### src/hw/rtl/per_source_flow_statistics_unit_assert.svh
// Assertion macros shared by the flow statistics RTL.
`ifndef PER_SOURCE_FLOW_STATISTICS_UNIT_ASSERT_SVH
`define PER_SOURCE_FLOW_STATISTICS_UNIT_ASSERT_SVH
// same-cycle implication, checked out of reset
`define PFS_ASSERT_IMPL(lbl, ante, cons) \
  lbl: assert property (@(posedge clk) disable iff (!rst_n) (ante) |-> (cons)) \
    else $error("flow statistics check failed");
// next-cycle implication, checked out of reset
`define PFS_ASSERT_NEXT(lbl, ante, cons) \
  lbl: assert property (@(posedge clk) disable iff (!rst_n) (ante) |=> (cons)) \
    else $error("flow statistics check failed");
`endif

### src/hw/rtl/pfs_pkg.sv
// Types and constants of the per-source flow statistics unit.
package pfs_pkg;
  localparam int ID_W   = 16;
  localparam int TIME_W = 32;
  localparam int SUM_W  = 48;
  localparam int AVG_W  = 40;
  localparam int DVD_W  = 66;
  localparam int DVS_W  = 42;

  localparam logic [1:0] CMD_RECORD    = 2'd0;
  localparam logic [1:0] CMD_QUERY_ONE = 2'd1;
  localparam logic [1:0] CMD_QUERY_ALL = 2'd2;
  localparam logic [1:0] CMD_UNUSED    = 2'd3;

  localparam logic [2:0] ST_RECORDED = 3'd0;
  localparam logic [2:0] ST_WARM_UP  = 3'd1;
  localparam logic [2:0] ST_FULL     = 3'd2;
  localparam logic [2:0] ST_QUERY_OK = 3'd3;
  localparam logic [2:0] ST_UNKNOWN  = 3'd4;

  localparam logic CFG_WARM_UP    = 1'b0;
  localparam logic CFG_RESET_TIME = 1'b1;

  typedef struct packed {
    logic [1:0]        cmd;
    logic [ID_W-1:0]   src_id;
    logic              is_request;
    logic [TIME_W-1:0] rx_time;
    logic [TIME_W-1:0] send_time;
  } in_beat_t;

  typedef struct packed {
    logic [2:0]       status;
    logic [31:0]      packets;
    logic [31:0]      flits;
    logic             delay_valid;
    logic [AVG_W-1:0] avg_delay;
    logic [31:0]      max_delay;
    logic [31:0]      throughput;
    logic [6:0]       sources_seen;
  } out_beat_t;

  typedef struct packed {
    logic [ID_W-1:0]   src;
    logic [31:0]       packets;
    logic [31:0]       flits;
    logic [SUM_W-1:0]  sum;
    logic [31:0]       peak;
    logic [TIME_W-1:0] last;
  } entry_t;

  typedef struct packed {
    logic             start;
    logic [DVD_W-1:0] dividend;
    logic [DVS_W-1:0] divisor;
  } div_req_t;

  typedef struct packed {
    logic             busy;
    logic             done;
    logic [DVD_W-1:0] quotient;
  } div_rsp_t;
endpackage

### src/hw/rtl/pfs_div.sv
// Shared restoring divider, one quotient bit per cycle.
module pfs_div (
  input  logic              clk,
  input  logic              rst_n,
  input  pfs_pkg::div_req_t req,
  output pfs_pkg::div_rsp_t rsp
);
  localparam int DVD_W  = pfs_pkg::DVD_W;
  localparam int DVS_W  = pfs_pkg::DVS_W;
  localparam int STEP_W = $clog2(DVD_W + 1);

  logic [DVS_W-1:0]  rem_r, rem_nxt, dvs_r, dvs_nxt;
  logic [DVD_W-1:0]  quo_r, quo_nxt;
  logic [STEP_W-1:0] step_r, step_nxt;
  logic              busy_r, busy_nxt, done_r, done_nxt;
  logic [DVS_W:0]    sh, diff;
  logic              ge;

  always_comb begin
    sh       = {rem_r, quo_r[DVD_W-1]};
    diff     = sh - {1'b0, dvs_r};
    ge       = sh >= {1'b0, dvs_r};
    rem_nxt  = rem_r;
    quo_nxt  = quo_r;
    dvs_nxt  = dvs_r;
    step_nxt = step_r;
    busy_nxt = busy_r;
    done_nxt = 1'b0;
    if (req.start) begin
      rem_nxt  = '0;
      quo_nxt  = req.dividend;
      dvs_nxt  = req.divisor;
      step_nxt = STEP_W'(DVD_W);
      busy_nxt = 1'b1;
    end else if (busy_r) begin
      rem_nxt  = ge ? diff[DVS_W-1:0] : sh[DVS_W-1:0];
      quo_nxt  = {quo_r[DVD_W-2:0], ge};
      step_nxt = step_r - STEP_W'(1);
      if (step_r == STEP_W'(1)) begin
        busy_nxt = 1'b0;
        done_nxt = 1'b1;
      end
    end
  end

  always_ff @(posedge clk) begin
    if (!rst_n) begin
      busy_r <= 1'b0;
      done_r <= 1'b0;
      step_r <= '0;
    end else begin
      busy_r <= busy_nxt;
      done_r <= done_nxt;
      step_r <= step_nxt;
    end
  end

  always_ff @(posedge clk) begin
    rem_r <= rem_nxt;
    quo_r <= quo_nxt;
    dvs_r <= dvs_nxt;
  end

  assign rsp.busy     = busy_r;
  assign rsp.done     = done_r;
  assign rsp.quotient = quo_r;
endmodule

### config.mk
export PLATFORM = sky130hd
export DESIGN_NAME = pfs_div
export DESIGN_NICKNAME = d
export VERILOG_FILES = /design/src/hw/rtl/per_source_flow_statistics_unit_assert.svh /design/src/hw/rtl/pfs_pkg.sv /design/src/hw/rtl/pfs_div.sv
export SDC_FILE = /design/constraint.sdc
export NUM_CORES = 1
export LEC_CHECK = 0
export BUFFER_PORTS_ARGS = -buffer_cell sky130_fd_sc_hd__buf_4
export CAP_MARGIN = 0
export CORE_MARGIN = 2
export CORE_UTILIZATION = 62
export CTS_BUF_LIST = sky130_fd_sc_hd__clkbuf_8
export DETAILED_ROUTE_END_ITERATION = 10
export GPL_TIMING_DRIVEN = 0
export PLACE_DENSITY = 0.89
export SYNTH_ARGS = -nofsm -noshare
export SYNTH_HDL_FRONTEND = slang
export SYNTH_SLANG_ARGS = --single-unit
### constraint.sdc
create_clock -name clk -period 5.2 [get_ports clk]
set_input_delay 0.26 -clock clk [delete_from_list [all_inputs] [get_ports clk]]
set_output_delay 0.26 -clock clk [all_outputs]
set_load 0.1 [all_outputs]
# Word-level counts from Yosys, hierarchy flattened
# Cells that the tools add are included.
[totals]
reg_bits = 159
out_inout_bits = 68
[op_classes]
addsub = 2
n_lt_le_gt_ge = 1
eq_ne = 1
mux = 9
n_bitwise = 2
reduce_logical = 3
[op_table]
columns = ["cell", "count"]
rows = [
  ["$mux W66", 2],
  ["$ge A43 B42 Y1", 1],
  ["$mux W42", 1],
  ["$sub A42 B42 Y42", 1],
  ["$mux W7", 2],
  ["$eq A7 B1 Y1 const B", 1],
  ["$sub A7 B1 Y7 const B", 1],
  ["$mux W1", 4],
  ["$reduce_or A3 Y1", 1],
  ["$not A1 Y1", 2],
  ["$reduce_bool A2 Y1", 1],
  ["$reduce_or A2 Y1", 1],
]

# Longest topological paths before layout
# Gate-level depths: netlist (run 1).
[depth]
depth_word = 4
mapped_depth = 14
mapped_depth_nobuf = 13

# Least setup slack after synthesis (run 1)
# Ideal clock, no wire load.
[synth_path]
kind = "register to register"
from = "register quo_r[65]"
to = "register rem_r[34]"
arrival_time_ns = 3.929
required_time_ns = 5.109
slack_ns = 1.180
stages_incl_launch_ff = 14
synth_period_minus_slack_ns = 4.020
path_cell_list = "edfxtp_1 -> inv_1 -> ha_1 -> inv_1 -> fa_1 -> a21o_1 -> a21o_1 -> a21o_1 -> a221oi_1 -> or4b_2 -> a21oi_1 -> mux2_2 -> or4_1 -> a311oi_1"
[synth_via]
elab_chain_cells = 2
[synth_lines]
columns = ["item", "line", "text"]
rows = [
  ["from (decl)", "pfs_div.sv:13", "logic [DVD_W-1:0] quo_r, quo_nxt;"],
  ["from (signal assigned)", "pfs_div.sv:60", "quo_r <= quo_nxt;"],
  ["$sub A42 B42 Y42 / $ge A43 B42 Y1 (equally long branches)", "pfs_div.sv:21, pfs_div.sv:22", ""],
  ["$mux W42 (*)", "pfs_div.sv:36", "rem_nxt = ge ? diff[DVS_W-1:0] : sh[DVS_W-1:0];"],
  ["to (signal assigned)", "pfs_div.sv:59", "rem_r <= rem_nxt;"],
  ["to (decl)", "pfs_div.sv:12", "logic [DVS_W-1:0] rem_r, rem_nxt, dvs_r, dvs_nxt;"],
]
# Every way passes the cells marked *; elsewhere a longest branch is shown, timed or not.
# A chain may end at the register's enable or synchronous reset.

# Worst setup path after layout (run 1)
[layout_path]
from = "register quo_r[65]"
to = "register rem_r[40]"
# Same word-level chain as after synthesis.

==> results of run 1 <==
cell families (layout without fill, tap and decap cells):
logic type      count (synthesis)  count (layout)  synth area share [%]
simple gates                  242             242                  12.7
compound gates                201             201                  15.8
flops                         159             159                  47.9
buf+inv                       107             360                  4.69
mux                            70              70                  8.81
fa+ha+maj                      45              45                  6.41
xor+xnor                       38              38                  3.74
placed cells by master (no fill, tap or decap), types with 7 or more instances in the layout:
cell type	instances
edfxtp_1	108
dfxtp_1	51
clkbuf_8	19
o21bai_1	8
and3_1	8
dlygate4sd3_1	42
buf_2	7
xnor2_1	24
nor3_1	15
nand4_1	14
clkbuf_1	38
o21ai_0	29
nand3_1	12
nand2_1	94
inv_1	62
buf_4	180
nor2_1	60
a21oi_1	54
mux2_2	67
a21o_1	24
ha_1	44
a311oi_1	31
xor2_1	14
how the worst min path moves through the flow:
stage             from        end  slack [ns]  depth (start not counted)
6_report         rst_n     busy_r        0.06                          2
5_1_grt          rst_n     busy_r        0.05                          2
4_1_cts          rst_n     busy_r       0.002                          2
3_5_place_dp   req[18]  dvs_r[18]        0.44                          1
3_3_place_gp   req[20]  dvs_r[20]        0.44                          1
2_1_floorplan   req[0]   dvs_r[0]        0.36                          0
flip-flops by register name, summed over array words and instances, names as in the netlist:
name	flops
quo_r	66
dvs_r	42
rem_r	42
step_r	7
busy_r	1
done_r	1
metal layers:
| layer | part of all wire (%) | GRT usage, % | up-vias |
|---|---|---|---|
| li1 | - | - | 3649 |
| met1 | 39 | 41.7 | 3672 |
| met2 | 49 | 58.2 | 406 |
| met3 | 8.2 | 8.24 | 76 |
| met4 | 3.5 | 16.0 | 0 |
| met5 | 0 | 0 | - |
report_power, final:
part	internal, W	switching, W
Sequential	0.00149	0.0000760
Combinational	0.000423	0.000911
Clock	0.000406	0.000488
Total	0.00231	0.00148
repair_timing:
action                                 4_1_cts  5_1_grt
hold buffers                                42        0
endpoints found under the hold margin       42        0
setup buffers                                0        0
area by class of cell:
class | count | area, µm²
Clock buffer | 19 | 262
Sequential cell | 159 | 4260
Tap cell | 180 | 225
Multi-Input combinational cell | 596 | 4220
Timing Repair Buffer | 221 | 1780
Clock inverter | 13 | 116
Fill cell | 844 | 2650
Inverter | 60 | 225
Buffer | 47 | 193
stage by stage:
| stage | hold slack (ns) | setup WS, ns | util [%] | area, µm² | instances |
|---|---|---|---|---|---|
| after floorplan | 0.359 | 1.18 | - | 8900 | 862 |
| after global placement | 0.438 | 1.10 | 75.1 | 10500 | 1220 |
| after detailed placement | 0.439 | 0.976 | 75.2 | 10500 | 1221 |
| after CTS | 0.00214 | 0.962 | 81.0 | 11300 | 1295 |
| after global routing | 0.0465 | 0.610 | 81.0 | 11300 | 1295 |
| final | 0.0567 | 0.863 | 81.0 | 11300 | 1295 |
worst reg2reg max path: stages (launching register included):
cell and delay, ns:
edfxtp_1 0.48, inv_1 0.10, ha_1 0.17, inv_1 0.05, fa_1 0.39, a21o_1 0.19
a21o_1 0.23, a21oi_1 0.29, o221ai_1 0.31, a2111oi_0 1.10, nor2_1 0.28, a21oi_1 0.29
nand3_1 0.10, a311oi_1 0.27
==> flow_metrics.py, run 1 <==
metrics = {
    "clocking": {
        "clock_sinks": 159,
        "path_clk_slew_ns": 0.09,
        "cts_resized": 0,
        "cts_buffer_depth": 2,
        "clockRootBuffer": "clkbuf_8",
        "cts_tree": "done",
        "h-tree-depth": 4,
        "numCtsBuffers": 17,
        "clk_latency_ns": 0.48,
    },
    "global_route": {
        "grtUsageTotal_pct": 34.5,
        "gr-total-overflow": 0,
        "grt_pass1_vias": 7843,
        "grt_pass1_wl_um": 39700,
        "grt_max_degree": 46,
        "antenna_found_initial": 0,
    },
    "synthesis": {
        "yosysTopAreaCell": "edfxtp_1",
        "synthFlopType": "edfxtp_1",
        "yosysMostFrequentCell": "edfxtp_1",
        "synth_cells": 862,
        "synth_seq_cells": 159,
        "seq_area_frac_synth_pct": 47.9,
        "syn_area_per_cell_um2": 10.3,
        "async_flop_share_pct": 0,
        "syn-num-nets": 1018,
        "yosys-top-cells-count": "edfxtp_1 (108), nand2_1 (94), mux2_2 (67)",
        "synth.distinct_cells": 61,
        "synthesis.area_um2": 8900,
        "synth_edf_count": 108,
        "yosys_warnings": 0,
        "synth_area_leaders": "edfxtp_1 (36%), dfxtp_1 (11%), mux2_2 (8.5%), ha_1 (6.2%), nand2_1 (4.0%)",
        "synth_top_area_share_pct": 36.4,
    },
    "drt": {
        "ant_nets": 0,
        "dr.pass1.iters": 5,
        "first_iter_violations": 790,
        "avgViaCountPerCell": 6.03,
        "vias": 7803,
        "avgRoutedWirePerCell_um": 19.7,
        "drt_wl_total_um": 25500,
        "drc": 0,
    },
    "timing": {
        "setup_tns_ns": 0,
        "finalHoldViolCount": 0,
        "tightestPinTransition_ns": 1.18,
        "setup_viol_count_final": 0,
        "grt_setup_unrepaired": "false",
        "max_freq_mhz": 231,
        "slew_viol_final": 0,
        "relSlewSlack_pct": 19.6,
        "skew_ns": 0.0226,
        "fin_crit_ns": 4.34,
        "period_share_pct": 83.4,
    },
    "critical_path": {
        "crit_family": "compound AO/OA/AOI/OAI gates",
        "r2r_slack_ns": 0.86,
        "r2r-start": "quo_r[65]",
        "crit_chain": "inv_1 -> ha_1 -> inv_1 -> fa_1 -> a21o_1 -> a21o_1 -> a21oi_1 -> o221ai_1 -> a2111oi_0 -> nor2_1 -> a21oi_1 -> nand3_1 -> a311oi_1",
        "slowest_stage": "a2111oi_0",
        "end_kind": "register",
        "endpoint": "rem_r[40]",
        "max_stage_delay_ns": 1.10,
        "reg2regPathDepth": 13,
        "crit_start": "quo_r[65]",
        "critPathKind": "reg -> reg",
        "cp.required_ns": 5.59,
        "cp.depth": 13,
        "critPathBufInv": 2,
        "critPathLaunchType": "register",
        "worstPathArrival_ns": 4.73,
        "worstPathMaxFanout": 4,
        "r2r-end": "rem_r[40]",
    },
    "layout": {
        "area_delta_synth_final_pct": 26.7,
        "nets": 1258,
        "n_antenna_cell": 0,
        "drive_above_1_share_pct": 26.2,
    },
    "outcome": {
        "status": "finished, final reports clean",
    },
    "worst_hold_path": {
        "hold_class": "in -> reg",
    },
    "floorplan": {
        "start_util_pct": 63.9,
        "core_area_um2": 13900,
        "ios": 179,
        "die_area_um2": 15300,
        "die-width_um": 124,
        "die_h_um": 124,
        "floorplan.rows": 43,
    },
    "power": {
        "p_per_area_nw_per_um2": 336,
        "leakage_nw": 4.82,
        "report.power.total_w": 0.00379,
        "peakVddDrop_v": 0.000307,
    },
    "run": {
        "drv_cap": 0,
    },
    "placement": {
        "io_buffers": 178,
        "gp_congestion": 0.961,
        "hpwl_um": 18000,
    },
}
Power figures use the tool's default switching activity.
==> run 2: changes to the inputs <==
--- a/config.mk
+++ b/config.mk
@@ -8,11 +8,11 @@
 export BUFFER_PORTS_ARGS = -buffer_cell sky130_fd_sc_hd__buf_4
 export CAP_MARGIN = 0
 export CORE_MARGIN = 2
-export CORE_UTILIZATION = 62
+export CORE_UTILIZATION = 52
 export CTS_BUF_LIST = sky130_fd_sc_hd__clkbuf_8
 export DETAILED_ROUTE_END_ITERATION = 10
 export GPL_TIMING_DRIVEN = 0
-export PLACE_DENSITY = 0.89
+export PLACE_DENSITY = 0.79
 export SYNTH_ARGS = -nofsm -noshare
 export SYNTH_HDL_FRONTEND = slang
 export SYNTH_SLANG_ARGS = --single-unit
==> constraint.sdc (replaced) <==
create_clock -name clk -period 3.87 [get_ports clk]
set_input_delay 0.1935 -clock clk [delete_from_list [all_inputs] [get_ports clk]]
set_output_delay 0.1935 -clock clk [all_outputs]
set_load 0.1 [all_outputs]
==> run 2 against run 1 <==
Setup slack worse by 0.68 ns. Sequential power up 34%. Cell count up 3.8%. Critical path depth unchanged. Critical endpoint is now rem_r[34]. Largest power group unchanged. Highest routed layer unchanged.
==> flow_metrics.py, run 2 (synthesized netlist as in run 1, its figures left out) <==
metrics = {
    "critical_path": {
        "end_kind": "register",
        "cp.required_ns": 4.24,
        "critPathKind": "reg -> reg",
        "worstPathMaxFanout": 4,
        "critPathLaunchType": "register",
        "worstPathArrival_ns": 4.05,
    },
    "clocking": {
        "clk_latency_ns": 0.47,
        "clock_sinks": 159,
        "cts_buffer_depth": 2,
        "h-tree-depth": 4,
        "cts_tree": "done",
        "clockRootBuffer": "clkbuf_8",
        "numCtsBuffers": 17,
        "path_clk_slew_ns": 0.10,
    },
    "run": {
        "drv_cap": 0,
    },
    "timing": {
        "period_share_pct": 95.2,
        "fin_crit_ns": 3.68,
        "setup_tns_ns": 0,
        "slew_viol_final": 0,
        "grt_setup_unrepaired": "false",
        "setup_viol_count_final": 0,
        "finalHoldViolCount": 0,
        "max_freq_mhz": 272,
        "skew_ns": 0.0179,
        "tightestPinTransition_ns": 0.920,
        "fin_ws_ns": 0.187,
        "relSlewSlack_pct": 37.8,
    },
    "placement": {
        "hpwl_um": 17800,
        "dpl_worst_slack_ns": -0.330,
        "io_buffers": 178,
        "dpl-instance-area_um2": 10500,
        "gp_congestion": 0.959,
    },
    "global_route": {
        "grt_max_degree": 46,
        "grt_pass1_wl_um": 39500,
        "gr-total-overflow": 0,
        "antenna_found_initial": 0,
        "grtUsageTotal_pct": 27.8,
        "grt_pass1_vias": 7787,
    },
    "power": {
        "peakVddDrop_v": 0.000369,
        "clockPowerShare_pct": 22.9,
        "switching_power_w": 0.00201,
        "leakage_nw": 4.85,
        "report.power.total_w": 0.00506,
        "comb_power_share_pct": 35.7,
        "internal_power_w": 0.00305,
        "seqPwrFrac_pct": 41.4,
        "p_per_area_nw_per_um2": 441,
        "sw_frac_of_total_pct": 39.8,
    },
    "drt": {
        "first_iter_violations": 687,
        "dr.pass1.iters": 8,
        "avgRoutedWirePerCell_um": 18.5,
        "drc": 0,
        "avgViaCountPerCell": 5.75,
        "vias": 7727,
        "drt_wl_total_um": 24800,
        "ant_nets": 0,
    },
    "floorplan": {
        "die_h_um": 135,
        "die-width_um": 135,
        "ios": 179,
        "floorplan.rows": 47,
        "core_area_um2": 16600,
        "start_util_pct": 53.5,
        "die_area_um2": 18200,
    },
    "outcome": {
        "status": "finished, final reports clean",
    },
    "layout": {
        "mostFrequentLayoutCells": "buf_4 (182), edfxtp_1 (108), nand2_1 (93)",
        "n_antenna_cell": 0,
        "top_regs": "quo_r (66), dvs_r (42), rem_r (42)",
        "area_delta_synth_final_pct": 29.0,
        "regMostFlops": "quo_r",
        "nets": 1267,
        "largest_reg_flops": 66,
        "drive_above_1_share_pct": 27.3,
        "final_common_cell": "buf_4",
        "fillers": 1267,
        "fin_util_pct": 69.0,
        "finalInstanceArea_um2": 11500,
    },
    "worst_hold_path": {
        "hold_class": "in -> reg",
    },
}
-- run 2: power by group through the flow --
stage	registers, W	logic, W	clock network [W]
global placement	0.00213	0.00170	0
detailed placement	0.00213	0.00172	0
floorplan	0.00264	0.000760	0
global route	0.00211	0.00192	0.00124
finish	0.00209	0.00181	0.00116
CTS	0.00209	0.00177	0.00118
-- run 2: worst paths after layout --
check	startpoint	end	slack, ns	depth (start not counted)
max	quo_r[65]	rem_r[34]	0.19	13
min	req[66]	quo_r[24]	0.02	2
max reg2reg	quo_r[65]	rem_r[34]	0.19	13
min reg2reg	rem_r[33]	rem_r[33]	0.49	2
-- run 2: repair_timing --
item / 4_1_cts / 5_1_grt
hold buffers: 43 / 6
setup buffers: 0 / 2
endpoints found under the hold margin: 43 / 6
resized for setup: 5 / 15
pin swaps: 0 / 2
endpoints found under the setup margin: 35 / 37
-- run 2: critical path, cell delays in order (launching register included) --
cell	delay (ns)
edfxtp_1	0.47
inv_1	0.09
ha_1	0.17
inv_1	0.06
fa_1	0.40
a21o_1	0.19
a21o_1	0.22
a21o_1	0.25
a221oi_4	0.41
or4b_4	0.24
a21oi_2	0.06
mux2_2	0.29
or4_1	0.46
a311oi_1	0.28
-- run 2: per-layer routing --
metal  up-vias  track usage, %  part of all wire [%]
met5         -               0                     0
li1       3675               -                     -
met4         0            9.71                   2.7
met3        53            7.39                   7.7
met2       323            47.5                    50
met1      3676            34.1                    40
-- run 2: cell type report --
class | count | area, µm² | area share, %
buffer | 47 | 204 | 1.78
clock buffer | 17 | 234 | 2.04
clock inverter | 15 | 125 | 1.09
inverter | 60 | 225 | 1.96
multi-input combinational | 596 | 4290 | 37.4
sequential | 159 | 4260 | 37.1
tap | 220 | 275 | 2.40
timing repair buffer | 230 | 1860 | 16.2
-- run 2: through the flow --
| step | hold slack [ns] | cells |
|---|---|---|
| global route | 0.00146 | 1344 |
| CTS | 0.00182 | 1336 |
| floorplan | 0.292 | 862 |
| detailed placement | 0.373 | 1261 |
| global placement | 0.372 | 1260 |
| finish | 0.0216 | 1344 |
